File: src/rtl/mlwf_pkg.sv
// Shared constants, types and saturation helpers for the ladder filter wah.
`default_nettype none
package mlwf_pkg;

  // Field widths
  localparam int SAMPLE_W  = 24;
  localparam int CH_W      = 3;
  localparam int COEF_W    = 24;
  localparam int GAIN_W    = 40;
  localparam int ST_W      = 40;
  localparam int RES_W     = 48;
  localparam int CFG_IDX_W = 2;

  // Digit-serial multiplier geometry
  localparam int DIGIT_W     = 8;
  localparam int COEF_DIGITS = COEF_W / DIGIT_W;
  localparam int GAIN_DIGITS = GAIN_W / DIGIT_W;
  localparam int LOW_W       = GAIN_DIGITS * DIGIT_W;
  localparam int CNT_W       = 3;
  localparam int Q_SH        = 20;
  localparam int G_SH        = 32;

  // Channel state store
  localparam int CHANNELS  = 8;
  localparam int STAGES    = 5;
  localparam int STG_W     = 3;
  localparam int CHAN_AW   = (CHANNELS > 1) ? $clog2(CHANNELS) : 1;
  localparam int MEM_DEPTH = CHANNELS * STAGES;
  localparam int MEM_AW    = (MEM_DEPTH > 1) ? $clog2(MEM_DEPTH) : 1;

  // Stage slots within one channel's row
  localparam logic [STG_W-1:0] STG_FIRST  = 3'd0;
  localparam logic [STG_W-1:0] STG_SECOND = 3'd1;
  localparam logic [STG_W-1:0] STG_THIRD  = 3'd2;
  localparam logic [STG_W-1:0] STG_FOURTH = 3'd3;
  localparam logic [STG_W-1:0] STG_OUTPUT = 3'd4;

  // Sequencer operations, one multiply each
  localparam logic [2:0] OP_FIRST    = 3'd0;
  localparam logic [2:0] OP_FEEDBACK = 3'd1;
  localparam logic [2:0] OP_SECOND   = 3'd2;
  localparam logic [2:0] OP_THIRD    = 3'd3;
  localparam logic [2:0] OP_FOURTH   = 3'd4;
  localparam logic [2:0] OP_GAIN     = 3'd5;

  // Register indexes
  localparam logic [CFG_IDX_W-1:0] REG_POLE_COEF  = 2'd0;
  localparam logic [CFG_IDX_W-1:0] REG_STAGE_GAIN = 2'd1;

  // Constants
  localparam logic signed [COEF_W-1:0] FB_COEF    = 24'sd3355443;
  localparam logic signed [COEF_W-1:0] POLE_RESET = 24'sd1018669;
  localparam logic [GAIN_W-1:0]        GAIN_RESET = 40'd2830;

  typedef struct packed {
    logic load;
    logic step;
    logic gain_mode;
  } mul_ctrl_t;

  typedef struct packed {
    logic last;
    logic gain_mode;
  } mul_stat_t;

  typedef struct packed {
    logic               rd_en;
    logic [STG_W-1:0]   rd_stage;
    logic               wr_en;
    logic [STG_W-1:0]   wr_stage;
    logic [ST_W-1:0]    wr_data;
    logic               mark_en;
    logic [CHAN_AW-1:0] ch;
  } ram_req_t;

  // Clamp a wide result to the signed state range.
  function automatic logic signed [ST_W-1:0] sat_state(input logic signed [RES_W-1:0] v);
    logic signed [ST_W-1:0] r;
    if ((&v[RES_W-1:ST_W-1]) || !(|v[RES_W-1:ST_W-1])) begin
      r = v[ST_W-1:0];
    end else if (v[RES_W-1]) begin
      r = {1'b1, {(ST_W-1){1'b0}}};
    end else begin
      r = {1'b0, {(ST_W-1){1'b1}}};
    end
    return r;
  endfunction

  // Clamp four times the output stage to the sample range.
  function automatic logic signed [SAMPLE_W-1:0] sat_sample(input logic signed [ST_W+1:0] v);
    logic signed [SAMPLE_W-1:0] r;
    if ((&v[ST_W+1:SAMPLE_W-1]) || !(|v[ST_W+1:SAMPLE_W-1])) begin
      r = v[SAMPLE_W-1:0];
    end else if (v[ST_W+1]) begin
      r = {1'b1, {(SAMPLE_W-1){1'b0}}};
    end else begin
      r = {1'b0, {(SAMPLE_W-1){1'b1}}};
    end
    return r;
  endfunction

  // Storage slot of the state word that an operation multiplies or writes.
  function automatic logic [STG_W-1:0] op_stage(input logic [2:0] op);
    logic [STG_W-1:0] s;
    case (op)
      OP_FIRST:    s = STG_FIRST;
      OP_FEEDBACK: s = STG_OUTPUT;
      OP_SECOND:   s = STG_SECOND;
      OP_THIRD:    s = STG_THIRD;
      OP_FOURTH:   s = STG_FOURTH;
      OP_GAIN:     s = STG_OUTPUT;
      default:     s = STG_FIRST;
    endcase
    return s;
  endfunction

endpackage
`default_nettype wire

File: src/rtl/moog_ladder_wah_filter.sv
// Top level of the multichannel fourth-order ladder filter wah.
//
// Input channel in_*: one request carries sample_in (in_tdata, signed Q1.23) and
// channel_num (in_tuser). Each request runs one filter update for that channel.
// Result channel out_*: sample_out (out_tdata) and out_channel (out_tuser).
// Configuration channel cfg_*: index 0 writes pole_coef, index 1 stage_gain;
// other indexes are dropped. Write only while no request is in flight.
//
// Timing: the block works on one request at a time. Six multiplies run on a
// shared digit-serial multiplier that consumes one coefficient byte per cycle
// (24-bit Q4.20 pole or feedback coefficient, 40-bit stage gain), with a state
// memory read ahead of each product but the gain one and an accumulate step after each.
// The result reaches out_tvalid through the output register, and a new request
// is taken only once the previous result has been handed to that register.
// A stalled receiver holds the result in the output register; the next input
// request is still taken and runs until its own result must be handed over.
//
// Reset (rst_n low, synchronous) clears all channel state to zero through one
// valid bit per channel, restores the register defaults and empties the output.
`default_nettype none
module moog_ladder_wah_filter (
  input  wire logic                             clk,
  input  wire logic                             rst_n,
  // input stream
  input  wire logic                             in_tvalid,
  output logic                                  in_tready,
  input  wire logic [mlwf_pkg::SAMPLE_W-1:0]    in_tdata,   // [23:0] sample_in
  input  wire logic [mlwf_pkg::CH_W-1:0]        in_tuser,   // [2:0] channel_num
  // result stream
  output logic                                  out_tvalid,
  input  wire logic                             out_tready,
  output logic [mlwf_pkg::SAMPLE_W-1:0]         out_tdata,  // [23:0] sample_out
  output logic [mlwf_pkg::CH_W-1:0]             out_tuser,  // [2:0] out_channel
  // configuration writes
  input  wire logic                             cfg_valid,
  output logic                                  cfg_ready,
  input  wire logic [mlwf_pkg::CFG_IDX_W-1:0]   cfg_index,
  input  wire logic [mlwf_pkg::GAIN_W-1:0]      cfg_data
);
  import mlwf_pkg::*;

  typedef enum logic [4:0] {
    S_IDLE = 5'b00001,
    S_READ = 5'b00010,
    S_MUL  = 5'b00100,
    S_ACC  = 5'b01000,
    S_OUT  = 5'b10000
  } state_t;

  state_t state_r, state_nxt;

  logic [2:0]                  op_r, op_nxt;
  logic [CH_W-1:0]             ch_r, ch_nxt;
  logic signed [SAMPLE_W-1:0]  x_r, x_nxt;
  logic signed [RES_W-1:0]     sum_r, sum_nxt;
  logic signed [SAMPLE_W-1:0]  y_r, y_nxt;
  logic                        out_valid_r, out_valid_nxt;
  logic [SAMPLE_W-1:0]         out_data_r, out_data_nxt;
  logic [CH_W-1:0]             out_ch_r, out_ch_nxt;
  logic signed [COEF_W-1:0]    pole_r;
  logic [GAIN_W-1:0]           gain_r;

  mul_ctrl_t               mul_ctrl;
  mul_stat_t               mul_stat;
  logic [GAIN_W-1:0]       mul_coef;
  logic signed [ST_W-1:0]  mul_mcand;
  logic signed [RES_W-1:0] mul_prod;
  ram_req_t                ram_req;
  logic signed [ST_W-1:0]  ram_rdata;

  logic                    in_fire;
  logic                    ch_ok;
  logic signed [RES_W-1:0] acc_sum;
  logic signed [ST_W-1:0]  stage_val;
  logic                    out_free;

  assign in_tready = (state_r == S_IDLE);
  assign in_fire   = in_tvalid && in_tready;
  assign cfg_ready = 1'b1;
  assign ch_ok     = (32'(in_tuser) < 32'(CHANNELS));
  assign out_free  = !out_valid_r || out_tready;

  // Feedback step subtracts, the stage steps add onto the running value.
  assign acc_sum   = (op_r == OP_FEEDBACK) ? (sum_r - mul_prod) : (sum_r + mul_prod);
  assign stage_val = sat_state((op_r == OP_GAIN) ? mul_prod : acc_sum);

  // The gain product multiplies the fresh fourth stage held in the accumulator.
  assign mul_mcand = (op_r == OP_GAIN) ? sum_r[ST_W-1:0] : ram_rdata;

  always_comb begin
    state_nxt     = state_r;
    op_nxt        = op_r;
    ch_nxt        = ch_r;
    x_nxt         = x_r;
    sum_nxt       = sum_r;
    y_nxt         = y_r;
    out_valid_nxt = out_valid_r;
    out_data_nxt  = out_data_r;
    out_ch_nxt    = out_ch_r;

    mul_ctrl      = '0;
    mul_coef      = '0;

    ram_req          = '0;
    ram_req.ch       = CHAN_AW'(ch_r);
    ram_req.rd_stage = op_stage(op_r);
    // The feedback step completes the first stage, so its sum lands in the first slot.
    ram_req.wr_stage = (op_r == OP_FEEDBACK) ? STG_FIRST : op_stage(op_r);
    ram_req.wr_data  = stage_val;

    // Drop the result once the receiver takes it.
    if (out_valid_r && out_tready) begin
      out_valid_nxt = 1'b0;
    end

    case (state_r)
      S_IDLE: begin
        if (in_fire) begin
          ch_nxt = in_tuser;
          x_nxt  = in_tdata;
          op_nxt = OP_FIRST;
          if (ch_ok) begin
            state_nxt = S_READ;
          end else begin
            y_nxt     = '0;
            state_nxt = S_OUT;
          end
        end
      end
      S_READ: begin
        ram_req.rd_en = 1'b1;
        mul_ctrl.load = 1'b1;
        mul_coef      = GAIN_W'($unsigned((op_r == OP_FEEDBACK) ? FB_COEF : pole_r));
        state_nxt     = S_MUL;
      end
      S_MUL: begin
        mul_ctrl.step = 1'b1;
        if (mul_stat.last) begin
          state_nxt = S_ACC;
        end
      end
      S_ACC: begin
        case (op_r)
          OP_FIRST: begin
            sum_nxt   = RES_W'(x_r) + mul_prod;
            op_nxt    = OP_FEEDBACK;
            state_nxt = S_READ;
          end
          OP_FEEDBACK, OP_SECOND, OP_THIRD: begin
            ram_req.wr_en = 1'b1;
            sum_nxt       = RES_W'(stage_val);
            op_nxt        = op_r + 3'd1;
            state_nxt     = S_READ;
          end
          OP_FOURTH: begin
            ram_req.wr_en      = 1'b1;
            sum_nxt            = RES_W'(stage_val);
            op_nxt             = OP_GAIN;
            mul_ctrl.load      = 1'b1;
            mul_ctrl.gain_mode = 1'b1;
            mul_coef           = gain_r;
            state_nxt          = S_MUL;
          end
          OP_GAIN: begin
            ram_req.wr_en   = 1'b1;
            ram_req.mark_en = 1'b1;
            y_nxt           = sat_sample({stage_val, 2'b00});
            state_nxt       = S_OUT;
          end
          default: begin
            state_nxt = S_IDLE;
          end
        endcase
      end
      S_OUT: begin
        // Hold here until the output register is free.
        if (out_free) begin
          out_valid_nxt = 1'b1;
          out_data_nxt  = y_r;
          out_ch_nxt    = ch_r;
          state_nxt     = S_IDLE;
        end
      end
      default: begin
        state_nxt = S_IDLE;
      end
    endcase
  end

  always_ff @(posedge clk) begin
    if (!rst_n) begin
      state_r     <= S_IDLE;
      op_r        <= OP_FIRST;
      out_valid_r <= 1'b0;
    end else begin
      state_r     <= state_nxt;
      op_r        <= op_nxt;
      out_valid_r <= out_valid_nxt;
    end
  end

  always_ff @(posedge clk) begin
    ch_r       <= ch_nxt;
    x_r        <= x_nxt;
    sum_r      <= sum_nxt;
    y_r        <= y_nxt;
    out_data_r <= out_data_nxt;
    out_ch_r   <= out_ch_nxt;
  end

  // Configuration registers; unknown indexes are dropped.
  always_ff @(posedge clk) begin
    if (!rst_n) begin
      pole_r <= POLE_RESET;
      gain_r <= GAIN_RESET;
    end else if (cfg_valid && cfg_ready) begin
      case (cfg_index)
        REG_POLE_COEF:  pole_r <= cfg_data[COEF_W-1:0];
        REG_STAGE_GAIN: gain_r <= cfg_data;
        default: begin
        end
      endcase
    end
  end

  mlwf_digit_mul u_mul (
    .clk     (clk),
    .rst_n   (rst_n),
    .ctrl    (mul_ctrl),
    .coef_in (mul_coef),
    .mcand   (mul_mcand),
    .stat    (mul_stat),
    .product (mul_prod)
  );

  mlwf_state_ram u_ram (
    .clk   (clk),
    .rst_n (rst_n),
    .req   (ram_req),
    .rdata (ram_rdata)
  );

  assign out_tvalid = out_valid_r;
  assign out_tdata  = out_data_r;
  assign out_tuser  = out_ch_r;

endmodule
`default_nettype wire

File: src/rtl/mlwf_digit_mul.sv
// Digit-serial signed multiplier: one coefficient byte per cycle while stepped, rounded result.
`default_nettype none
module mlwf_digit_mul (
  input  wire logic                             clk,
  input  wire logic                             rst_n,
  input  wire mlwf_pkg::mul_ctrl_t              ctrl,
  input  wire logic [mlwf_pkg::GAIN_W-1:0]      coef_in,
  input  wire logic signed [mlwf_pkg::ST_W-1:0] mcand,
  output mlwf_pkg::mul_stat_t                   stat,
  output logic signed [mlwf_pkg::RES_W-1:0]     product
);
  import mlwf_pkg::*;

  localparam int PP_W   = ST_W + DIGIT_W + 1;
  localparam int Q_BASE = LOW_W - COEF_DIGITS * DIGIT_W;
  localparam int Q_RB   = Q_BASE + Q_SH - 1;
  localparam int QX     = LOW_W - Q_RB - 1;
  localparam int G_BASE = LOW_W - GAIN_DIGITS * DIGIT_W;
  localparam int G_RB   = G_BASE + G_SH - 1;

  logic signed [ST_W-1:0] acc_r, acc_nxt;
  logic [LOW_W-1:0]       low_r, low_nxt;
  logic [GAIN_W-1:0]      coef_r, coef_nxt;
  logic [CNT_W-1:0]       cnt_r, cnt_nxt;
  logic                   gain_r, gain_nxt;

  logic                    last;
  logic signed [DIGIT_W:0] digit;
  logic signed [PP_W-1:0]  pp;
  logic signed [PP_W-1:0]  sum;
  logic signed [RES_W-1:0] prod_q;
  logic signed [RES_W-1:0] prod_g;

  assign last = gain_r ? (cnt_r == CNT_W'(GAIN_DIGITS - 1))
                       : (cnt_r == CNT_W'(COEF_DIGITS - 1));

  // Top digit of a signed coefficient carries the sign.
  assign digit = {(last && !gain_r) ? coef_r[DIGIT_W-1] : 1'b0, coef_r[DIGIT_W-1:0]};
  assign pp    = mcand * digit;
  assign sum   = PP_W'(acc_r) + pp;

  always_comb begin
    acc_nxt  = acc_r;
    low_nxt  = low_r;
    coef_nxt = coef_r;
    cnt_nxt  = cnt_r;
    gain_nxt = gain_r;
    if (ctrl.load) begin
      acc_nxt  = '0;
      coef_nxt = coef_in;
      cnt_nxt  = '0;
      gain_nxt = ctrl.gain_mode;
    end else if (ctrl.step) begin
      acc_nxt  = sum[ST_W+DIGIT_W-1:DIGIT_W];
      low_nxt  = {sum[DIGIT_W-1:0], low_r[LOW_W-1:DIGIT_W]};
      coef_nxt = coef_r >> DIGIT_W;
      cnt_nxt  = cnt_r + CNT_W'(1);
    end
  end

  always_ff @(posedge clk) begin
    if (!rst_n) begin
      cnt_r  <= '0;
      gain_r <= 1'b0;
    end else begin
      cnt_r  <= cnt_nxt;
      gain_r <= gain_nxt;
    end
  end

  always_ff @(posedge clk) begin
    acc_r  <= acc_nxt;
    low_r  <= low_nxt;
    coef_r <= coef_nxt;
  end

  // Round half up: floor shift plus the bit just below the cut.
  assign prod_q = {{(RES_W-ST_W-QX){acc_r[ST_W-1]}}, acc_r, low_r[LOW_W-1:Q_RB+1]}
                  + RES_W'(low_r[Q_RB]);
  assign prod_g = {acc_r, low_r[LOW_W-1:G_RB+1]} + RES_W'(low_r[G_RB]);

  assign product        = gain_r ? prod_g : prod_q;
  assign stat.last      = last;
  assign stat.gain_mode = gain_r;

endmodule
`default_nettype wire

File: src/rtl/mlwf_state_ram.sv
// Per-channel stage state memory with a valid bit for each channel row.
`default_nettype none
module mlwf_state_ram (
  input  wire logic                              clk,
  input  wire logic                              rst_n,
  input  wire mlwf_pkg::ram_req_t                req,
  output logic signed [mlwf_pkg::ST_W-1:0]       rdata
);
  import mlwf_pkg::*;

  logic [ST_W-1:0]     mem [MEM_DEPTH];
  logic [CHANNELS-1:0] valid_r;
  logic [ST_W-1:0]     rdata_r;
  logic                rvalid_r;
  logic [MEM_AW-1:0]   rd_addr;
  logic [MEM_AW-1:0]   wr_addr;

  assign rd_addr = MEM_AW'(req.ch) * MEM_AW'(STAGES) + MEM_AW'(req.rd_stage);
  assign wr_addr = MEM_AW'(req.ch) * MEM_AW'(STAGES) + MEM_AW'(req.wr_stage);

  always_ff @(posedge clk) begin
    if (req.wr_en) begin
      mem[wr_addr] <= req.wr_data;
    end
    if (req.rd_en) begin
      rdata_r <= mem[rd_addr];
    end
  end

  always_ff @(posedge clk) begin
    if (!rst_n) begin
      valid_r  <= '0;
      rvalid_r <= 1'b0;
    end else begin
      if (req.mark_en) begin
        valid_r[req.ch] <= 1'b1;
      end
      if (req.rd_en) begin
        rvalid_r <= valid_r[req.ch];
      end
    end
  end

  // A row never written since reset reads as zero.
  assign rdata = rvalid_r ? rdata_r : '0;

endmodule
`default_nettype wire
File: config.mk
export PLATFORM = sky130hd
export DESIGN_NAME = moog_ladder_wah_filter
export DESIGN_NICKNAME = d
export VERILOG_FILES = /design/src/rtl/mlwf_pkg.sv /design/src/rtl/moog_ladder_wah_filter.sv /design/src/rtl/mlwf_digit_mul.sv /design/src/rtl/mlwf_state_ram.sv
export SDC_FILE = /design/constraint.sdc
export NUM_CORES = 2
export LEC_CHECK = 0
export BUFFER_PORTS_ARGS = -buffer_cell sky130_fd_sc_hd__buf_2
export CAP_MARGIN = 40
export CORE_UTILIZATION = 46
export CTS_BUF_LIST = sky130_fd_sc_hd__clkbuf_8
export DETAILED_ROUTE_END_ITERATION = 7
export PLACE_DENSITY = 0.64
export SETUP_SLACK_MARGIN = 0.1
export SLEW_MARGIN = 25
export SYNTH_ARGS = -nofsm -noshare
export SYNTH_HDL_FRONTEND = slang
export SYNTH_SLANG_ARGS = --single-unit
File: constraint.sdc
create_clock -name clk -period 9.82 [get_ports clk]
set_input_delay 0 -clock clk [delete_from_list [all_inputs] [get_ports clk]]
set_output_delay 0 -clock clk [all_outputs]
set_load 0.1 [all_outputs]
==> impl_metrics.env <==
export IMPL_grt_pass1_vias=61224
export IMPL_path_clk_slew_ns=0.06
export IMPL_start_util_pct=46.3
export IMPL_drv_slew=0
export IMPL_slew_limit_headroom_pct=38.7
export IMPL_cts_setup_buffers=0
export IMPL_setup_viol=0
export IMPL_grt_util_all_layers_pct=27.7
export IMPL_die_area_um2=213000
export IMPL_grt_overflow_total=0
export IMPL_clockRootBuffer="clkbuf_8"
export IMPL_hold_viol=0
export IMPL_netlist_area_um2=97100
export IMPL_swShare_pct=33.2
export IMPL_antenna_left=0
export IMPL_io_buffers=102
export IMPL_pwr_share_comb_pct=30.7
export IMPL_gp_congestion=1.01
export IMPL_timing_final_ws_setup_ns=0.638
export IMPL_dp_cells=9384
export IMPL_max_freq_mhz=109
export IMPL_vias_per_cell=6.08
export IMPL_critical_path_top_delay_family="adder cells"
export IMPL_clkPwrFrac_pct=26.6
export IMPL_drive_above_1_share_pct=19.4
export IMPL_critical_path_peak_fanout=49
export IMPL_ys_warn_count=0
export IMPL_clock_path_buffers=4
export IMPL_grt_first_pass_wirelength_um=424000
export IMPL_skew_ns=0.156
export IMPL_fin_crit_sh_pct=93.5
export IMPL_grt_max_degree=116
export IMPL_yosys_cell_types_count=94
export IMPL_yosysSeqAreaShare_pct=58.7
export IMPL_syn_inst=6560
export IMPL_yosys_top_cells_area="edfxtp_1 56%, mux4_2 11%, fa_1 6.8%"
export IMPL_core_um2=210000
export IMPL_leakagePower_uw=0.0391
export IMPL_cts_buffers=333
export IMPL_drt_wl_total_um=294000
export IMPL_rsz0062_at_grt="false"
export IMPL_die_w_um=462
export IMPL_seqPwrFrac_pct=42.6
export IMPL_maxCapViolCount=0
export IMPL_htreeDepth=5
export IMPL_worstPathArrival_ns=10.02
export IMPL_stdcell_count=10143
export IMPL_cts_num_sinks=1939
export IMPL_first_pass_iters=8
export IMPL_ir_drop_mv=0.175
export IMPL_cts_tree="yes"
export IMPL_ioPinCount=104
export IMPL_drt_initial_drc_count=7166
export IMPL_power_switching_uw=8280
export IMPL_final_common_cell="edfxtp_1"
export IMPL_row_count=168
export IMPL_synth_edff_count=1813
export IMPL_via_count=61692
export IMPL_cpPeakStageDelay_ns=0.78
export IMPL_syn2layout_area_growth_pct=14.0
export IMPL_nets=7731
export IMPL_antenna_found_initial=9
export IMPL_worst_pin_slew_ns=0.913
export IMPL_async_reset_ff_share_pct=0
export IMPL_yosysTopAreaCell="edfxtp_1"
export IMPL_required_ns=10.66
export IMPL_synthFlopType="edfxtp_1"
export IMPL_min_path_type="in2reg"
export IMPL_clock_latency_ns=1.10
export IMPL_synth_top_cell_area_share_pct=56.1
export IMPL_dp_hpwl_um=189000
export IMPL_path_class="reg2reg"
export IMPL_drt_wirelength_per_cell_um=29.0
export IMPL_final_cell_mix="1813 x edfxtp_1, 634 x nand2_1, 480 x mux4_2, 437 x inv_1, 343 x clkbuf_8"
export IMPL_fillCellCount=17089
export IMPL_ff2ff_setup_slack_ns=0.64
export IMPL_cp_num_buf_inv=5
export IMPL_finish_utilization_pct=52.8
export IMPL_synthesis_nets=7187
export IMPL_pre_cts_slack_ns=0.923
export IMPL_fp_dieH_um=462
export IMPL_setup_tns_ns=0
export IMPL_p_int_uw=16700
export IMPL_worst_path_max_delay_cell="inv_2"
export IMPL_power_uw=25000
export IMPL_start_kind="flop"
export IMPL_status="finished clean"
export IMPL_crit_path_end_kind="flop"
export IMPL_period_needed_ns=9.18
export IMPL_path_common_cell="fa_1"
export IMPL_ys_ff_latch=1939
export IMPL_drc_errors=0
export IMPL_power_density_nw_per_um2=225
export IMPL_avgSynthCellArea_um2=14.8
==> per-layer routing <==
metal  up-vias  GRT usage [%]  wire (um)
met5         -              0         26
met4         4           13.1      15500
met1     31747           36.5     114000
li1      26063              -          -
met3       671           5.53      26200
met2      3207           44.0     138000
==> state kept, by name, summed over array words and instances (netlist names), 3 cells and up <==
register,cells
y_r,23
out_tuser,3
pole_r,24
u_ram.valid_r,8
ch_r,3
u_mul.acc_r,40
u_ram.rdata_r,40
out_tdata,23
u_mul.low_r,9
u_mul.cnt_r,3
u_ram.mem,1600
gain_r,40
x_r,24
op_r,3
u_mul.coef_r,40
sum_r,48
state_r,5
==> path summary, 6_finish.rpt <==
check / start / endpoint / depth (start not counted)
worst max register to register: op_r[1] / u_mul.acc_r[39] / 27
worst max-delay path: op_r[1] / u_mul.acc_r[39] / 27
worst min-delay path: rst_n / u_ram.valid_r[4] / 3
worst min register to register: y_r[4] / out_tdata[4] / 0
==> tightest hold or removal path, stage by stage <==
cell and delay, ns:
dlygate4sd3_1 0.53, buf_2 0.38, o21a_1 0.23
==> metrics by stage <==
stage | cell area [um^2] | hold WS (ns)
after floorplan | 97100 | 0.0989
after global placement | 102000 | 0.178
after detailed placement | 103000 | 0.179
after CTS | 111000 | 0.0517
after global routing | 111000 | 0.101
final | 111000 | 0.154
==> cell usage after synthesis (all sizes together) (28+ instances only) <==
cell type / n
mux2i: 85
ha: 222
nor2b: 71
a211oi: 66
a21oi: 211
xor2: 123
buf: 98
nor4: 41
fa: 331
and2: 151
a21boi: 55
nand3: 176
o21a: 47
a21o: 99
nand4: 74
edfxtp: 1813
mux4: 480
o21ai: 204
a31oi: 28
nor3: 57
dfxtp: 126
xnor2: 136
o311ai: 39
inv: 345
and3: 31
or2: 28
nor2: 231
clkbuf: 253
nand2: 636
==> power by group through the flow <==
stage | registers (uW) | logic [uW] | clock network (uW)
after CTS | 10600 | 7550 | 6760
after global placement | 10800 | 7280 | 0
after floorplan | 10900 | 4690 | 0
final | 10600 | 7670 | 6640
after detailed placement | 10800 | 7480 | 0
after global routing | 10600 | 8190 | 7110
==> area by class of cell <==
type                            count  area (um^2)  share of cell area, %
Multi-Input combinational cell   3923        38100                   34.4
Antenna cell                        3         7.51                0.00678
Tap cell                         2805         3510                   3.17
Clock inverter                    223         1120                   1.02
Inverter                          347         1310                   1.18
Clock buffer                      343         4720                   4.26
Timing Repair Buffer              560         5070                   4.57
Sequential cell                  1939        57000                   51.4
==> cells by family after synthesis <==
family / share of synthesized area [%]
buf+inv: 2.81
flops: 58.7
xor+xnor: 2.34
other cells: 0.00386
fa+ha+maj: 9.68
mux: 12.0
compound gates: 6.45
simple gates: 8.02
==> repair_timing <==
item                                   CTS  global route
endpoints found under the hold margin  146             0
setup endpoints to repair                0             0
hold buffers                           178             0
resized for setup                        0             0
Note: power is estimated with default switching activity, not from simulation.
